`config.mk`:
```
export PLATFORM = sky130hd
export DESIGN_NAME = srcc_ctrl
export DESIGN_NICKNAME = d
export VERILOG_FILES = /design/src/rtl/srcc_pkg.sv /design/src/rtl/srcc_ctrl.sv
export SDC_FILE = /design/constraint.sdc
export NUM_CORES = 1
export LEC_CHECK = 0
export BUFFER_PORTS_ARGS = -buffer_cell sky130_fd_sc_hd__clkbuf_2
export CAP_MARGIN = 5
export CORE_MARGIN = 5
export CORE_UTILIZATION = 30
export CTS_BUF_LIST = sky130_fd_sc_hd__clkbuf_8 sky130_fd_sc_hd__clkbuf_16
export DETAILED_ROUTE_END_ITERATION = 7
export PLACE_DENSITY_LB_ADDON = 0.12
export SLEW_MARGIN = 20
export SYNTH_ARGS = -nofsm -noshare
export SYNTH_HDL_FRONTEND = slang
export SYNTH_SLANG_ARGS = --single-unit
```
`constraint.sdc`:
```
create_clock -name i_clk -period 1.8 [get_ports i_clk]
set_clock_uncertainty 0.05 [all_clocks]
set_input_delay 0.54 -clock i_clk [delete_from_list [all_inputs] [get_ports i_clk]]
set_output_delay 0.54 -clock i_clk [all_outputs]
set_load 0.05 [all_outputs]
```
`src/rtl/srcc_pkg.sv`:
```
package srcc_pkg;

    localparam int STACK_DEPTH_DEF = 1024;
    localparam int MEM_WORDS_DEF   = 32768;

    localparam logic [15:0] NOT_MASK = 16'h7FFF;

    localparam logic [2:0] F_NONE    = 3'd0;
    localparam logic [2:0] F_OPERAND = 3'd1;
    localparam logic [2:0] F_EMPTY   = 3'd2;
    localparam logic [2:0] F_OPCODE  = 3'd3;
    localparam logic [2:0] F_FULL    = 3'd4;
    localparam logic [2:0] F_DIVZERO = 3'd5;

    localparam logic [4:0] OP_HALT = 5'd0;
    localparam logic [4:0] OP_SET  = 5'd1;
    localparam logic [4:0] OP_PUSH = 5'd2;
    localparam logic [4:0] OP_POP  = 5'd3;
    localparam logic [4:0] OP_EQ   = 5'd4;
    localparam logic [4:0] OP_GT   = 5'd5;
    localparam logic [4:0] OP_JMP  = 5'd6;
    localparam logic [4:0] OP_JT   = 5'd7;
    localparam logic [4:0] OP_JF   = 5'd8;
    localparam logic [4:0] OP_ADD  = 5'd9;
    localparam logic [4:0] OP_MULT = 5'd10;
    localparam logic [4:0] OP_MOD  = 5'd11;
    localparam logic [4:0] OP_AND  = 5'd12;
    localparam logic [4:0] OP_OR   = 5'd13;
    localparam logic [4:0] OP_NOT  = 5'd14;
    localparam logic [4:0] OP_RMEM = 5'd15;
    localparam logic [4:0] OP_WMEM = 5'd16;
    localparam logic [4:0] OP_CALL = 5'd17;
    localparam logic [4:0] OP_RET  = 5'd18;
    localparam logic [4:0] OP_OUT  = 5'd19;
    localparam logic [4:0] OP_IN   = 5'd20;
    localparam logic [4:0] OP_NOOP = 5'd21;

    typedef struct packed {
        logic        operation;
        logic [14:0] load_address;
        logic [15:0] load_value;
        logic [7:0]  in_char;
    } t_in;

    typedef struct packed {
        logic        out_valid;
        logic [7:0]  out_char;
        logic        input_taken;
        logic        halted;
        logic [2:0]  fault;
        logic [14:0] next_pc;
    } t_out;

    // memory port select
    localparam logic [1:0] MA_PC   = 2'd0; // pc + offset
    localparam logic [1:0] MA_X    = 2'd1; // operand x
    localparam logic [1:0] MA_LOAD = 2'd2;
    localparam logic [1:0] MA_W1   = 2'd3;

    typedef struct packed {
        logic       mem_rd;
        logic [1:0] mem_rd_sel;
        logic [1:0] pc_off;
        logic [1:0] fetch_slot;   // 0 op,1 w1,2 w2,3 w3
        logic       fetch_cap;    // capture mem data into slot
        logic       src_x;        // resolve x from w? (sel)
        logic       src_y;
        logic       x_from_w1;    // else from w2
        logic       y_from_w2;    // else from w3
        logic       rdata_to_r;   // rmem result
        logic       stk_rd;
        logic       div_start;
        logic       alu_cap;
        logic       commit;
        logic       load;
    } t_cmd;

    typedef struct packed {
        logic [4:0]  opcode;
        logic        div_done;
    } t_sts;

endpackage

```
`src/rtl/srcc_ctrl.sv`:
```
module srcc_ctrl (
    input  logic           i_clk,
    input  logic           i_rst_n,
    input  logic           i_in_valid,
    output logic           o_in_ready,
    input  logic           i_operation,
    output logic           o_out_valid,
    input  logic           i_out_ready,
    input  srcc_pkg::t_sts i_sts,
    output srcc_pkg::t_cmd o_cmd
);
    localparam logic [3:0] S_IDLE = 4'd0;
    localparam logic [3:0] S_F0   = 4'd1; // read op
    localparam logic [3:0] S_F1   = 4'd2; // cap op, read w1
    localparam logic [3:0] S_F2   = 4'd3;
    localparam logic [3:0] S_F3   = 4'd4;
    localparam logic [3:0] S_F4   = 4'd5; // cap w3
    localparam logic [3:0] S_SRC  = 4'd6; // resolve x,y; read stack
    localparam logic [3:0] S_ARG  = 4'd7; // rmem read / div start
    localparam logic [3:0] S_DIV  = 4'd8;
    localparam logic [3:0] S_ALU  = 4'd9;
    localparam logic [3:0] S_COMM = 4'd10;
    localparam logic [3:0] S_OUT  = 4'd11;

    logic [3:0] r_st, n_st;
    logic       r_load, n_load;

    assign o_in_ready  = (r_st == S_IDLE);
    assign o_out_valid = (r_st == S_OUT);

    logic xw1;
    always_comb begin
        unique case (i_sts.opcode)
            srcc_pkg::OP_PUSH, srcc_pkg::OP_JMP, srcc_pkg::OP_JT, srcc_pkg::OP_JF,
            srcc_pkg::OP_WMEM, srcc_pkg::OP_CALL, srcc_pkg::OP_OUT: xw1 = 1'b1;
            default: xw1 = 1'b0;
        endcase
    end

    always_comb begin
        n_st = r_st; n_load = r_load;
        o_cmd = '0;
        o_cmd.x_from_w1 = xw1;
        o_cmd.y_from_w2 = xw1;
        unique case (r_st)
            S_IDLE: if (i_in_valid) begin
                n_load = !i_operation;
                n_st = i_operation ? S_F0 : S_COMM;
            end
            S_F0: begin
                o_cmd.mem_rd = 1'b1; o_cmd.mem_rd_sel = srcc_pkg::MA_PC; o_cmd.pc_off = 2'd0;
                n_st = S_F1;
            end
            S_F1, S_F2, S_F3: begin
                o_cmd.fetch_cap = 1'b1;
                o_cmd.fetch_slot = (r_st == S_F1) ? 2'd0 : (r_st == S_F2) ? 2'd1 : 2'd2;
                o_cmd.mem_rd = 1'b1; o_cmd.mem_rd_sel = srcc_pkg::MA_PC;
                o_cmd.pc_off = (r_st == S_F1) ? 2'd1 : (r_st == S_F2) ? 2'd2 : 2'd3;
                n_st = (r_st == S_F1) ? S_F2 : (r_st == S_F2) ? S_F3 : S_F4;
            end
            S_F4: begin
                o_cmd.fetch_cap = 1'b1; o_cmd.fetch_slot = 2'd3;
                n_st = S_SRC;
            end
            S_SRC: begin
                o_cmd.src_x = 1'b1; o_cmd.src_y = 1'b1; o_cmd.stk_rd = 1'b1;
                n_st = S_ARG;
            end
            S_ARG: begin
                if (i_sts.opcode == srcc_pkg::OP_RMEM) begin
                    o_cmd.mem_rd = 1'b1; o_cmd.mem_rd_sel = srcc_pkg::MA_X;
                end
                if (i_sts.opcode == srcc_pkg::OP_MOD) begin
                    o_cmd.div_start = 1'b1; n_st = S_DIV;
                end else begin
                    n_st = S_ALU;
                end
            end
            S_DIV: if (i_sts.div_done) n_st = S_ALU;
            S_ALU: begin
                if (i_sts.opcode == srcc_pkg::OP_RMEM) o_cmd.rdata_to_r = 1'b1;
                else o_cmd.alu_cap = 1'b1;
                n_st = S_COMM;
            end
            S_COMM: begin
                o_cmd.commit = !r_load; o_cmd.load = r_load;
                n_st = S_OUT;
            end
            S_OUT: if (i_out_ready) n_st = S_IDLE;
            default: n_st = S_IDLE;
        endcase
    end

    always_ff @(posedge i_clk) begin
        if (!i_rst_n) begin
            r_st <= S_IDLE; r_load <= 1'b0;
        end else begin
            r_st <= n_st; r_load <= n_load;
        end
    end
endmodule
```
==> metrics.csv, run 1 <==
stage,metric,value,unit
worst_setup_path,largest fanout on the critical path,3,
synth,synthesized flop and latch total,5,
sta,Final setup viols,19,
finish,Antenna diodes,0,
worst_setup_path,category of the worst setup path capture point,primary output,
synth,top cell type's share of synthesized area,17.1,%
synth,Syn Nets,94,
detailed_routing,DRT antenna net count,0,
worst_setup_path,Worst Setup Path Type,in2out,
run_status,violated checks,negative setup slack,
global_routing,global-route wire length before repair,3410,microns
worst_setup_path,endpoint required time on the critical path,1210,ps
detailed_routing,final routed wirelength across all metal layers,2990,microns
floorplan,Horiz. Die Dim,54.2,microns
floorplan,# rows,16,
synth,synth warn,0,
finish,signed area change from the synthesized netlist to the final layout,172,%
detailed_routing,total vias in the final route,928,
clock_tree,total CTS buffers,3,
placed_design,gpl congestion,0.735,
synth,"Async S/R FF share, synth",0,%
synth,fraction of synthesized cell area in xor and xnor cells,4.49,%
clock_tree,CTS root buf,sky130_fd_sc_hd__clkbuf_8,
synth,dominant cells by area after synthesis,"sky130_fd_sc_hd__dfxtp_1 (17%), sky130_fd_sc_hd__buf_4 (7.7%), sky130_fd_sc_hd__nor3_1 (6.0%), sky130_fd_sc_hd__nor4_1 (4.3%), sky130_fd_sc_hd__buf_6 (3.8%)",
finish,final instance area,0.00159,sq mm
run,max-capacitance violation count,0,
power_and_ir_drop,static leakage,0.721,nW
synth,adder and majority gate portion of the synthesized area,0,%
detailed_routing,wire length per cell after detailed routing,17.0,microns
detailed_routing,detailed-router iteration count before antenna repair,4,
synth,leading post-synthesis cells by instance count,"sky130_fd_sc_hd__nor3_1 (7), sky130_fd_sc_hd__buf_4 (6), sky130_fd_sc_hd__inv_1 (6)",
global_routing,number of global-route vias before repair,801,
power_and_ir_drop,power density over the cells,1180,mW/mm^2
run_status,outcome,finished with violations,
synth,multiplexer area fraction after synthesis,0,%
clock_tree,clock slew at the register clock pins of the worst setup and hold paths,40,ps
clock_tree,number of buffers between clock root and the deepest sink,2,
synth,Main synth FF type,sky130_fd_sc_hd__dfxtp_1,
sta,tightest hold margin,555,ps
synth,Post-Synthesis Cell Area,586,sq um
sta,Hold Fails Final Rpt,0,
sta,RSZ-0062 raised after global routing,true,
power_and_ir_drop,worst vdd ir,1050,uV
synth,Synth Area per Inst,7.05,sq um
global_routing,maximum number of pins on one net before global-route repair,14,
synth,count of flip-flops with a built-in enable after synthesis,0,
synth,post-synthesis cell count,83,
floorplan,DIE AREA,0.00294,sq mm
sta,Slew Limit Fails,0,
clock_tree,Max H-tree Level,1,
floorplan,I/O pins,31,
synth,post-synthesis compound-gate area fraction,20.9,%
global_routing,initial antenna violation count,0,
worst_setup_path,Worst Setup Start Kind,input port,
synth,most frequent cell after synthesis,sky130_fd_sc_hd__nor3_1,
floorplan,core area,0.00190,sq mm
finish,multi-input logic area,617,sq um
synth,cell type with the largest total area after synthesis,sky130_fd_sc_hd__dfxtp_1,
finish,Sequential cell area,110,sq um
sta,min Tclk post-route,2140,ps
synth,simple-gate share of the synthesized area,38.0,%
placed_design,standard cell area after detailed placement,0.00104,sq mm
finish,fill cell total of the finished layout,101,
detailed_routing,number of remaining DRC errors,0,
sta,post-route worst setup slack,-341,ps
min_path,kind of path behind the tightest hold check,in2reg,
synth,sequential area share after synthesis,17.1,%
clock_tree,clk_lat worst skew,230,ps
synth,main combinational cell family by area after synthesis,simple AND/OR/NAND/NOR gates,
floorplan,vertical die dimension,54.2,microns
clock_tree,clock sinks,5,
placed_design,hpwl dp,1420,microns
worst_setup_path,worst path arrival time,1550,ps
detailed_routing,via density per instance,5.27,
sta,maximum operating frequency,0.467,GHz
global_routing,GRT Resource Usage Total,15.8,%
floorplan,starting density of the core,30.8,%
synth,library cells used by synthesis,34,
finish,fraction of layout cells with a size suffix above 1,75.2,%
finish,net total in the final layout,161,
sta,"Period Utilization, post-route",119,%
clock_tree,CTS tree,yes,
detailed_routing,iteration-0 DRC count of the detailed router,22,
global_routing,grt total ovfl,0,
placed_design,total of buffers placed on input and output ports,29,
[layer usage]
layer	part of all wire (%)	up-vias	wire length (microns)	global-route usage [%]
met5	0	-	0	0
met4	2.8	0	85	4.98
met3	5.5	11	163	2.49
met2	51	56	1540	29.7
met1	40	434	1200	17.8
li1	-	427	-	-
[worst paths after layout]
kind	start	end	slack (ps)	cells past startpoint
hold / removal	i_in_valid	r_load$_SDFFE_PN0P_	560	2
setup reg to reg	r_st[2]$_SDFFE_PN0P_	r_st[0]$_SDFFE_PN0P_	30	9
setup / recovery	i_sts[5]	o_cmd[5]	-340	6
hold reg to reg	r_load$_SDFFE_PN0P_	r_load$_SDFFE_PN0P_	590	2
[power by group]
| group | switching (mW) | total (mW) | internal (mW) |
|---|---|---|---|
| Clock | 0.0655 | 0.213 | 0.147 |
| Combinational | 0.756 | 1.46 | 0.709 |
| Sequential | 0.0510 | 0.199 | 0.148 |
[final cells by class]
type / count / area share, %
tap: 27 / 2.12
timing repair buffer: 74 / 48.0
clock inverter: 1 / 0.235
sequential: 5 / 6.91
multi-input combinational: 60 / 38.7
inverter: 6 / 1.41
clock buffer: 3 / 2.59
[cells in the final DEF, fill, tap and decap left out, types with 3 or more instances in the layout]
master / instances
sky130_fd_sc_hd__nor4_4: 3
sky130_fd_sc_hd__clkbuf_2: 9
sky130_fd_sc_hd__nor3_4: 5
sky130_fd_sc_hd__o21ai_0: 3
sky130_fd_sc_hd__buf_8: 16
sky130_fd_sc_hd__inv_1: 6
sky130_fd_sc_hd__buf_12: 4
sky130_fd_sc_hd__buf_6: 14
sky130_fd_sc_hd__clkbuf_8: 5
sky130_fd_sc_hd__buf_4: 28
[critical path: stages]
cell	delay, ps
sky130_fd_sc_hd__buf_6	90
sky130_fd_sc_hd__and3b_2	240
sky130_fd_sc_hd__buf_6	100
sky130_fd_sc_hd__nand3_4	70
sky130_fd_sc_hd__nor4_4	280
sky130_fd_sc_hd__clkbuf_8	220
[flip-flops by register name, indices dropped and copies added, names as in the netlist]
register and cells:
r_load 1, r_st 4
[cell families after synthesis]
logic type / after synthesis
AND/OR/NAND/NOR: 37
buffers and inverters: 18
flip-flops: 5
XOR/XNOR: 3
AO/OA/AOI/OAI: 19
other: 1
[timing repair]
action | CTS | global route
buffers inserted | 5 | 17
setup endpoints to repair | 19 | 19
gates cloned | 0 | 1
hold buffers | 0 | 0
gates resized for setup | 62 | 32
pin swaps | 7 | 9
[metrics by stage]
step / cells / setup WS [ps] / utilization (%) / total power [mW] / TNS [ps]
floorplan: 83 / -329 / - / 0.863 / -1920
global placement: 150 / -412 / 54.6 / 1.12 / -2500
detailed placement: 150 / -435 / 54.6 / 1.13 / -2640
CTS: 159 / -298 / 73.3 / 1.61 / -2140
global route: 176 / -384 / 83.8 / 1.95 / -3790
finish: 176 / -341 / 83.8 / 1.88 / -2940
Power figures use the tool's default switching activity.
==> inputs of run 2 (changes only) <==
Settings changed: ABC_AREA set to 1.
==> run 2 against run 1 <==
The flow still finishes with violations (negative setup slack); die area decreased by 10%; sequential share of layout area rose by 1.5 points; largest cell class unchanged; critical endpoint is now o_cmd[10]; first-iteration DRC count fell by 59%; routed wire length fell by 27%; area after synthesis fell by 12%; setup slack improved by 240 ps; power is 19% lower; synthesized cell count rose by 20%; via count down 14%; largest power group unchanged.
==> metrics.csv, run 2 <==
stage,metric,value,unit
detailed_routing,total vias in the final route,797,
placed_design,worst setup slack before clock tree synthesis,-243,ps
clock_tree,CTS tree,yes,
global_routing,number of global-route vias before repair,806,
sta,Hold Fails Final Rpt,0,
power_and_ir_drop,worst vdd ir,818,uV
finish,"leading cell types in the layout, fill and taps excluded","sky130_fd_sc_hd__buf_8 (18), sky130_fd_sc_hd__nand2_1 (17), sky130_fd_sc_hd__buf_4 (17)",
placed_design,hpwl dp,1320,microns
floorplan,vertical die dimension,51.4,microns
min_path,endpoint of the worst hold path,r_st[3]$_SDFFE_PN0P_,
floorplan,starting density of the core,30.8,%
synth,cell type with the largest total area after synthesis,sky130_fd_sc_hd__nand2_1,
clock_tree,number of buffers between clock root and the deepest sink,2,
synth,Main synth FF type,sky130_fd_sc_hd__dfxtp_1,
worst_setup_path,CP max stage delay,370,ps
sta,Slew Limit Fails,0,
sta,maximum operating frequency,0.527,GHz
global_routing,global-route wire length before repair,3350,microns
global_routing,GRT Resource Usage Total,16.8,%
worst_setup_path,worst path arrival time,1310,ps
detailed_routing,DRT antenna net count,0,
worst_setup_path,endpoint required time on the critical path,1210,ps
sta,post-route worst setup slack,-97.7,ps
sta,min Tclk post-route,1900,ps
worst_setup_path,"Max stage delay cell, worst path",sky130_fd_sc_hd__dfxtp_4,
worst_setup_path,"Critical Path, Cell by Cell",inv_4 -> nand2_4 -> inv_4 -> nand2_1 -> nand4_1 -> buf_8,
detailed_routing,Top Metal Used,met4,
synth,Syn Nets,111,
finish,registers with the highest flip-flop counts,"r_st: 4 flops, r_load: 1 flops",
floorplan,DIE AREA,0.00264,sq mm
placed_design,Post-Place Cells,157,
worst_setup_path,category of the worst setup path capture point,primary output,
finish,signed area change from the synthesized netlist to the final layout,161,%
worst_setup_path,largest fanout on the critical path,3,
detailed_routing,number of remaining DRC errors,0,
clock_tree,clock sinks,5,
sta,"Period Utilization, post-route",105,%
run_status,outcome,finished with violations,
synth,post-synthesis cell count,100,
floorplan,# rows,15,
detailed_routing,Met3 Routed Length,121,microns
floorplan,I/O pins,31,
clock_tree,total CTS buffers,3,
worst_setup_path,end of the worst register-to-register path,r_st[0]$_SDFFE_PN0P_,
worst_setup_path,worst reg2reg startpoint,r_st[3]$_SDFFE_PN0P_,
detailed_routing,detailed-router iteration count before antenna repair,4,
power_and_ir_drop,static leakage,0.644,nW
global_routing,initial antenna violation count,0,
floorplan,core area,0.00167,sq mm
synth,synthesized flop and latch total,5,
sta,RSZ-0062 raised after global routing,true,
synth,synth warn,0,
synth,Post-Synthesis Cell Area,514,sq um
detailed_routing,final routed wirelength across all metal layers,2170,microns
placed_design,gpl congestion,0.823,
run,max-capacitance violation count,0,
synth,most frequent cell after synthesis,sky130_fd_sc_hd__nand2_1,
detailed_routing,DR WL met2,1190,microns
clock_tree,number of buffers inserted by hold repair at cts,0,
synth,library cells used by synthesis,17,
power_and_ir_drop,power density over the cells,1130,mW/mm^2
detailed_routing,iteration-0 DRC count of the detailed router,9,
finish,net total in the final layout,162,
detailed_routing,wire length per cell after detailed routing,13.0,microns
floorplan,Horiz. Die Dim,51.4,microns
sta,Final setup viols,14,
clock_tree,CTS root buf,sky130_fd_sc_hd__clkbuf_8,
synth,top cell type's share of synthesized area,21.2,%
worst_setup_path,most repeated library cell on the critical path,sky130_fd_sc_hd__inv_4,
clock_tree,Max H-tree Level,1,
finish,largest register by flop count,r_st,
clock_tree,clock slew at the register clock pins of the worst setup and hold paths,40,ps
global_routing,grt total ovfl,0,
synth,count of flip-flops with a built-in enable after synthesis,0,
run_status,violated checks,negative setup slack,
worst_setup_path,Worst Setup Path Type,reg2out,
min_path,kind of path behind the tightest hold check,in2reg,
worst_setup_path,Worst Setup Start Kind,flop,
detailed_routing,via density per instance,4.77,
synth,dominant cells by area after synthesis,"sky130_fd_sc_hd__nand2_1 (21%), sky130_fd_sc_hd__dfxtp_1 (19%), sky130_fd_sc_hd__nor2_1 (18%), sky130_fd_sc_hd__inv_1 (13%), sky130_fd_sc_hd__buf_4 (7.3%)",
min_path,depth of the worst hold-timing path,3,
finish,final non-filler cell total,167,
placed_design,total of buffers placed on input and output ports,29,
global_routing,maximum number of pins on one net before global-route repair,6,
synth,leading post-synthesis cells by instance count,"sky130_fd_sc_hd__nand2_1 (29), sky130_fd_sc_hd__nor2_1 (25), sky130_fd_sc_hd__inv_1 (18)",
clock_tree,clk_lat worst skew,230,ps
worst_setup_path,R2R Setup Slk,380,ps
synth,"Async S/R FF share, synth",0,%
synth,sequential area share after synthesis,19.5,%
finish,Antenna diodes,0,
worst_setup_path,number of cells on the worst reg-to-reg path,11,
finish,fraction of layout cells with a size suffix above 1,68.0,%
detailed_routing,Routed met1 length,801,microns
min_path,Min-Delay Startpoint,i_rst_n,
finish,"flip-flop count of the largest register, all copies and words added",4,
finish,"leading cell type in the layout, fill and taps excluded",sky130_fd_sc_hd__buf_8,
synth,Synth Area per Inst,5.14,sq um
## run 2: metrics by stage
| step | util (%) | area [sq um] | setup TNS [ps] | power, mW | hold slack (ps) |
|---|---|---|---|---|---|
| 2_1_floorplan | - | 558 | -213 | 0.667 | 456 |
| 6_report | 80.4 | 1340 | -446 | 1.52 | 544 |
| 3_5_place_dp | 48.3 | 807 | -1400 | 0.876 | 511 |
| 3_3_place_gp | 48.3 | 807 | -1180 | 0.873 | 491 |
| 5_1_grt | 80.4 | 1340 | -1270 | 1.62 | 583 |
| 4_1_cts | 74.0 | 1240 | -424 | 1.40 | 525 |
## run 2: worst max-delay path by stage
stage	startpoint	endpoint	slack, ps
after detailed placement	i_sts[2]	o_cmd[17]	-240
after floorplan	i_sts[1]	o_cmd[17]	-120
after global routing	r_st[3]$_SDFFE_PN0P_	o_cmd[17]	-150
after global placement	i_sts[2]	o_cmd[17]	-210
final	r_st[3]$_SDFFE_PN0P_	o_cmd[10]	-100
after CTS	i_sts[2]	o_cmd[17]	-100
## run 2: cells by family after synthesis
group / Yosys count / share of synthesized area, %
AO/OA/AOI/OAI: 12 / 14.4
buffers and inverters: 23 / 20.4
flip-flops: 5 / 19.5
other: 1 / 0.729
AND/OR/NAND/NOR: 59 / 45.0
## run 2: timing repair
action | 4_1_cts | 5_1_grt
buffers inserted | 4 | 3
setup endpoints to repair | 17 | 18
gates resized for setup | 94 | 40
pin swaps | 12 | 13
## run 2: final cells by class
class / count / area, sq um
repair buffers: 51 / 573
fillers: 110 / 328
clock buffers: 3 / 41.3
clock inverters: 1 / 5.00
well taps: 17 / 21.3
inverters: 18 / 81.3
flip-flops and latches: 5 / 113
multi-input cells: 72 / 508
## run 2: power breakdown
group          total (mW)  internal [mW]  switching, mW  leakage [nW]
logic                1.12          0.483          0.632         0.576
registers           0.193          0.149         0.0435        0.0435
clock network       0.214          0.149         0.0648        0.0255
## run 2: worst max-delay path, delay by kind of cell (launching register included)
family / cells / cell delay, ps
buf+inv: 3 / 300
flops: 1 / 370
simple gates: 3 / 400
## run 2: per-layer routing
| metal | track usage, % | up-vias |
|---|---|---|
| li1 | - | 408 |
| met1 | 17.7 | 356 |
| met2 | 32.6 | 25 |
| met3 | 6.12 | 8 |
| met4 | 1.31 | 0 |
| met5 | 0 | - |
